**config.mk**
```make
export PLATFORM = sky130hd
export DESIGN_NAME = cba_sizer
export DESIGN_NICKNAME = d
export VERILOG_FILES = /design/src/hw/rtl/cba_pkg.sv /design/src/hw/rtl/cba_sizer.sv
export SDC_FILE = /design/constraint.sdc
export NUM_CORES = 1
export LEC_CHECK = 0
export BUFFER_PORTS_ARGS = -buffer_cell sky130_fd_sc_hd__buf_4
export CELL_PAD_IN_SITES_DETAIL_PLACEMENT = 1
export CELL_PAD_IN_SITES_GLOBAL_PLACEMENT = 2
export CORE_ASPECT_RATIO = 1.4
export CORE_MARGIN = 5
export CORE_UTILIZATION = 35
export DETAILED_ROUTE_END_ITERATION = 16
export HOLD_SLACK_MARGIN = 0.1
export PLACE_DENSITY = 0.8
export SYNTH_ARGS = -nofsm -noshare
export SYNTH_HDL_FRONTEND = slang
export SYNTH_SLANG_ARGS = --single-unit
export TNS_END_PERCENT = 1
```
**constraint.sdc**
```tcl
create_clock -name clock -period 5.3 [get_ports clock]
set_input_delay 1.59 -clock clock [delete_from_list [all_inputs] [get_ports clock]]
set_output_delay 1.59 -clock clock [all_outputs]
set_load 0.01 [all_outputs]
```
**src/hw/rtl/cba_pkg.sv**
```systemverilog
// ----------------------------------------------------------------------------
// cba_pkg
// Shared types and codes of the chained block allocator: request codes,
// status codes, image states and the sequencer state types.
// ----------------------------------------------------------------------------
package cba_pkg;

   localparam int FUNC_W    = 4;
   localparam int SESSION_W = 63;
   localparam int IMG_IDX_W = 10;
   localparam int PIX_W     = 13;
   localparam int COUNT_W   = 13;
   localparam int BLK_IDX_W = 12;
   localparam int STATUS_W  = 3;
   localparam int ISTATE_W  = 2;
   localparam int CSR_IDX_W = 2;
   localparam int BCOUNT_W  = 13;
   localparam int ICOUNT_W  = 11;

   localparam logic [FUNC_W-1:0] FN_CLEAR = 4'd0;
   localparam logic [FUNC_W-1:0] FN_CHECK = 4'd1;
   localparam logic [FUNC_W-1:0] FN_NONE  = 4'd2;
   localparam logic [FUNC_W-1:0] FN_ANY   = 4'd3;
   localparam logic [FUNC_W-1:0] FN_SIZE  = 4'd4;
   localparam logic [FUNC_W-1:0] FN_ROOM  = 4'd5;
   localparam logic [FUNC_W-1:0] FN_STORE = 4'd6;
   localparam logic [FUNC_W-1:0] FN_LOOK  = 4'd7;
   localparam logic [FUNC_W-1:0] FN_NEXT  = 4'd8;
   localparam logic [FUNC_W-1:0] FN_FREE  = 4'd9;

   localparam logic [STATUS_W-1:0] ST_OK      = 3'd0;
   localparam logic [STATUS_W-1:0] ST_SESSION = 3'd1;
   localparam logic [STATUS_W-1:0] ST_NREADY  = 3'd2;
   localparam logic [STATUS_W-1:0] ST_RANGE   = 3'd3;
   localparam logic [STATUS_W-1:0] ST_SHORT   = 3'd4;
   localparam logic [STATUS_W-1:0] ST_BAD     = 3'd5;

   localparam logic [ISTATE_W-1:0] IS_EMPTY  = 2'd0;
   localparam logic [ISTATE_W-1:0] IS_STORED = 2'd1;
   localparam logic [ISTATE_W-1:0] IS_NONE   = 2'd2;

   localparam logic [CSR_IDX_W-1:0] CSR_SESSION = 2'd0;
   localparam logic [CSR_IDX_W-1:0] CSR_BLOCKS  = 2'd1;
   localparam logic [CSR_IDX_W-1:0] CSR_IMAGES  = 2'd2;
   localparam logic [CSR_IDX_W-1:0] CSR_READY   = 2'd3;

   typedef enum logic [4:0] {
      S_SWEEP,
      S_IDLE,
      S_CHECK,
      S_SIZE,
      S_IMG_RD,
      S_IMG_EV,
      S_WALK_RD,
      S_WALK_EV,
      S_WALK_END,
      S_SCAN_RD,
      S_SCAN_EV,
      S_TAIL,
      S_ROOM_PICK,
      S_ROOM_RD,
      S_ROOM_EV,
      S_NEXT_RD,
      S_NEXT_EV,
      S_RESP
   } state_type;

   typedef enum logic [1:0] {
      SZ_IDLE,
      SZ_LINES,
      SZ_COUNT
   } sizer_state_type;

   typedef enum logic {
      PH_COUNT,
      PH_ALLOC
   } phase_type;

endpackage

```
**src/hw/rtl/cba_sizer.sv**
```systemverilog
// ----------------------------------------------------------------------------
// cba_sizer
// Blocks needed for an image: lines per block, then a rounded-up division of
// the height, both on one bit-serial restoring divider. Zero on a bad width.
// ----------------------------------------------------------------------------
module cba_sizer #(
   parameter int BLOCK_BYTES = 8192
) (
   input  logic                        clock,
   input  logic                        reset,
   input  logic                        start,
   input  logic [cba_pkg::PIX_W-1:0]   width,
   input  logic [cba_pkg::PIX_W-1:0]   height,
   output logic                        done,
   output logic [cba_pkg::COUNT_W-1:0] blocks
);

   localparam int DW  = $clog2(BLOCK_BYTES + 8192);
   localparam int CNW = $clog2(DW);
   localparam int NW  = cba_pkg::COUNT_W;

   cba_pkg::sizer_state_type st_ff, st_in;
   logic [DW-1:0]  rem_ff, rem_in, quo_ff, quo_in, dvs_ff, dvs_in;
   logic [CNW-1:0] cnt_ff, cnt_in;
   logic           done_ff, done_in;
   logic [NW-1:0]  blocks_ff, blocks_in;
   logic [DW:0]    trial;
   logic           fits;
   logic [DW-1:0]  rem_next, quo_next;
   logic           last;

   always_comb begin
      trial    = {rem_ff, quo_ff[DW-1]};
      fits     = trial >= {1'b0, dvs_ff};
      rem_next = fits ? DW'(trial - {1'b0, dvs_ff}) : trial[DW-1:0];
      quo_next = {quo_ff[DW-2:0], fits};
      last     = cnt_ff == CNW'(DW - 1);
   end

   always_comb begin
      st_in     = st_ff;
      rem_in    = rem_ff;
      quo_in    = quo_ff;
      dvs_in    = dvs_ff;
      cnt_in    = cnt_ff;
      done_in   = 1'b0;
      blocks_in = blocks_ff;
      unique case (st_ff)
         cba_pkg::SZ_IDLE: begin
            if (start) begin
               if (width == '0 || 32'(width) > BLOCK_BYTES / 2) begin
                  done_in   = 1'b1;
                  blocks_in = '0;
               end else begin
                  quo_in = DW'(BLOCK_BYTES);
                  dvs_in = DW'({width, 1'b0});
                  rem_in = '0;
                  cnt_in = '0;
                  st_in  = cba_pkg::SZ_LINES;
               end
            end
         end
         cba_pkg::SZ_LINES: begin
            rem_in = rem_next;
            quo_in = quo_next;
            cnt_in = cnt_ff + CNW'(1);
            if (last) begin
               quo_in = DW'(height) + quo_next - DW'(1);
               dvs_in = quo_next;
               rem_in = '0;
               cnt_in = '0;
               st_in  = cba_pkg::SZ_COUNT;
            end
         end
         cba_pkg::SZ_COUNT: begin
            rem_in = rem_next;
            quo_in = quo_next;
            cnt_in = cnt_ff + CNW'(1);
            if (last) begin
               blocks_in = (quo_next == '0) ? NW'(1) : NW'(quo_next);
               done_in   = 1'b1;
               st_in     = cba_pkg::SZ_IDLE;
            end
         end
         default: st_in = cba_pkg::SZ_IDLE;
      endcase
   end

   always_ff @(posedge clock) begin
      if (reset) begin
         st_ff   <= cba_pkg::SZ_IDLE;
         done_ff <= 1'b0;
      end else begin
         st_ff   <= st_in;
         done_ff <= done_in;
      end
      rem_ff    <= rem_in;
      quo_ff    <= quo_in;
      dvs_ff    <= dvs_in;
      cnt_ff    <= cnt_in;
      blocks_ff <= blocks_in;
   end

   assign done   = done_ff;
   assign blocks = blocks_ff;

endmodule

```
==> run metrics <==
worst path cell trace=ha_1, nor2b_1, o31ai_2, a221oi_4, o22a_4, a41oi_4, ha_1, inv_1, ha_1, inv_1, fa_1, nand2b_1, a21oi_1, o21ai_0, mux2i_1, nand2_1, xor2_1, a221o_1; Avg Synthesized Cell Area=9.90 um^2; pin count of the biggest net entering global routing=33; Antenna Cells=0; Initial Util=0.356; GR Util All Layers=0.155; delay-heaviest family, CP=compound AO/OA/AOI/OAI gates; Syn-to-layout area delta=18.7%; Worst slew margin=0.558; global-route wire length before repair=18.1 mm; Die Wd=105 um; Leak=2.25 nW; gr ovfl total=0; mux cell area share after synthesis=0.0562; total wire length=11.2 mm; Detailed Place HPWL=8.78 mm; Period minus WS final=4.23 ns; Critical Path Fanout Max=4; drt initial violations=82; ys async rst share=0; RSZ-0062 raised after global routing=false; Root Buffer Master=clkbuf_16; status=finished clean; Die Ht=142 um; die footprint=14900 um^2; row cnt=48; Yosys warnings=0; Clock Tree Buf Depth=2; Synth Flop Type=edfxtp_1; Setup-failing EPs final=0; worst path buffer plus inverter count=2; final period utilization=0.798; Hold Crit Start=st_ff[0]; slowest cell delay on critical path=0.43 ns; worst hold stages=2; Port Buf Inserts=42; Worst-path clk slew=0.05 ns; CTS H-Tree Depth=3; largest family of logic cells by synthesized area=compound AO/OA/AOI/OAI gates; slowest CP cell=edfxtp_1; Post-synth EDFFs=59; worst r2r path cells=18; initial antenna violation count=0; reg-to-reg endpoint=quo_ff[13]; vias in the first global route=3710; Wirelength per Cell=17.3 um; final antenna-violating net count=0; max_cap viols=0; Hold WC Path Type=reg2reg; Netlist cell types=47; Worst R2R Setup Slack=1.07 ns; Worst EP arrival=4.31 ns; count of final hold-check violations=0; post-CTS sizing=0; nets=567; Compound-Gate Fraction of Synth Area=0.142; skew final=0.00559 ns; TritonCTS buffer count=9; Worst Hold Margin=0.509 ns; Post-Syn Area=4380 um^2; Final Wtd Congestion=0.799; WS Path Type=reg2reg; RR Startpoint=rem_ff[0]; Setup Buffers After CTS=0; Seq cells post-synth=62; simple-gate portion of the synthesized area=0.137; Hold Path End=st_ff[0]; layout cells sized above 1=0.161; CTS Hold Bufs=0; xor and xnor area share after synthesis=0.0360; pwr/cell area=606 nW/um^2; setup TNS=0 ns; CTS tree=built; Vias/cell=5.25; max frequency=0.236 GHz; post-synthesis cell count=443; DRT Pass-1 Iters=4; CP Launch Type=flip-flop; Syn Nets=518; Peak VDD IR=0.000185 V; DRC viols=0; Worst path most repeated cell=ha_1; sequential-to-total area share from yosys stat=0.418; Critical Path RT=5.38 ns; max-slew violation count=0; IO Count=43; via count=3397; Least-Margin Pin Slew=0.663 ns; Synth Area in Adders=0.135; Clk Latency, worst-skew pair=0.33 ns; total core area=12300 um^2; kind of end point of the critical path=flip-flop; clk sinks=62
-- synth_stat cells, types with 2 or more instances --
library cell  count  area share
inv_1            76       0.065
edfxtp_1         59        0.40
ha_1             44        0.13
nor2_1           31       0.027
a21oi_1          29       0.033
nand2_1          17       0.015
o21ai_0          17       0.019
and2_1           14       0.020
mux2_2           13       0.033
xor2_1           12       0.024
mux2i_1          10       0.023
o22ai_1          10       0.014
nor3_1            9       0.010
nor4_1            8       0.011
o21a_1            8       0.014
a211oi_1          7       0.012
nand2b_1          7       0.010
nand3_1           7      0.0080
clkbuf_1          6      0.0051
xnor2_1           6       0.012
a21o_1            5      0.0086
nor2b_1           5      0.0071
nand4_1           4      0.0057
a21boi_0          3      0.0051
and3_1            3      0.0043
dfxtp_1           3       0.014
or3_1             3      0.0043
or3b_1            3      0.0060
buf_1             2      0.0017
fa_1              2      0.0091
o21bai_1          2      0.0034
o32ai_1           2      0.0040
or4_1             2      0.0034
-- cell families after synthesis --
logic type,after synthesis
simple gates,116
fa+ha+maj,46
buf+inv,86
xor+xnor,18
compound gates,92
mux,23
flops,62
-- through the flow --
stage	setup WS, ns	instance area [um^2]	power [W]	cells	util
floorplan	1.21	4380	0.00211	443	-
finish	1.07	5200	0.00315	647	0.423
detailed placement	1.01	4890	0.00254	631	0.397
global placement	1.06	4890	0.00249	631	0.397
global route	0.760	5200	0.00341	647	0.423
CTS	1.02	5200	0.00320	647	0.423
-- tightest hold or removal path, stage by stage, from the launching register on --
cell,delay [ns]
dfxtp_1,0.32
o21ai_0,0.08
a21oi_1,0.06
-- where the power goes --
group / switching, W / total, W / internal, W
clock network: 0.000209 / 0.000634 / 0.000425
registers: 0.000104 / 0.000870 / 0.000766
logic: 0.000967 / 0.00165 / 0.000683
-- placed cells by master, fill, tap and decap left out, types with 3 or more instances in the layout --
cell type  instances
nand2_1           17
and3_1             3
nor2b_1            5
nand2b_1           7
a211oi_1           7
or3b_1             3
nand4_1            4
nor3_1             9
dfxtp_1            3
xor2_1            12
inv_1             76
or3_1              3
nor2_1            30
nor4_1             8
clkbuf_16          9
and2_1            14
o21a_1             8
xnor2_1            6
ha_1              44
a21o_1             5
clkbuf_1           3
a21oi_1           29
o21ai_0           17
nand3_1            7
buf_4             48
a21boi_0           3
mux2_2            13
mux2i_1           10
edfxtp_1          59
o22ai_1           10
-- flip-flops by register name (all words and copies together) (netlist names) --
name / flops
blocks: 13
cnt_ff: 4
done: 1
dvs_ff: 14
quo_ff: 14
rem_ff: 14
st_ff: 2
-- layout make-up --
class                           instances  area [um^2]
Timing Repair Buffer                   48          360
Clock buffer                           13          250
Inverter                               76          285
Sequential cell                        62         1830
Tap cell                              150          188
Fill cell                            1382         7110
Multi-Input combinational cell        295         2220
Clock inverter                          3         67.6
-- how the worst max path moves through the flow --
stage,slack [ns],end,cells past startpoint,from
2_1_floorplan,1.21,cnt_ff[0],5,width[4]
5_1_grt,0.76,quo_ff[13],18,rem_ff[0]
4_1_cts,1.02,quo_ff[13],18,rem_ff[0]
6_report,1.07,quo_ff[13],18,rem_ff[0]
3_5_place_dp,1.01,quo_ff[13],14,height[1]
3_3_place_gp,1.06,quo_ff[13],14,height[1]
-- per-layer routing --
metal,share of wire,GRT usage,vias up
li1,-,-,1664
met3,0.021,0.0218,14
met2,0.57,0.313,40
met4,0.025,0.0694,0
met5,0,0,-
met1,0.39,0.155,1679
Note: power is estimated with default switching activity, not from simulation.
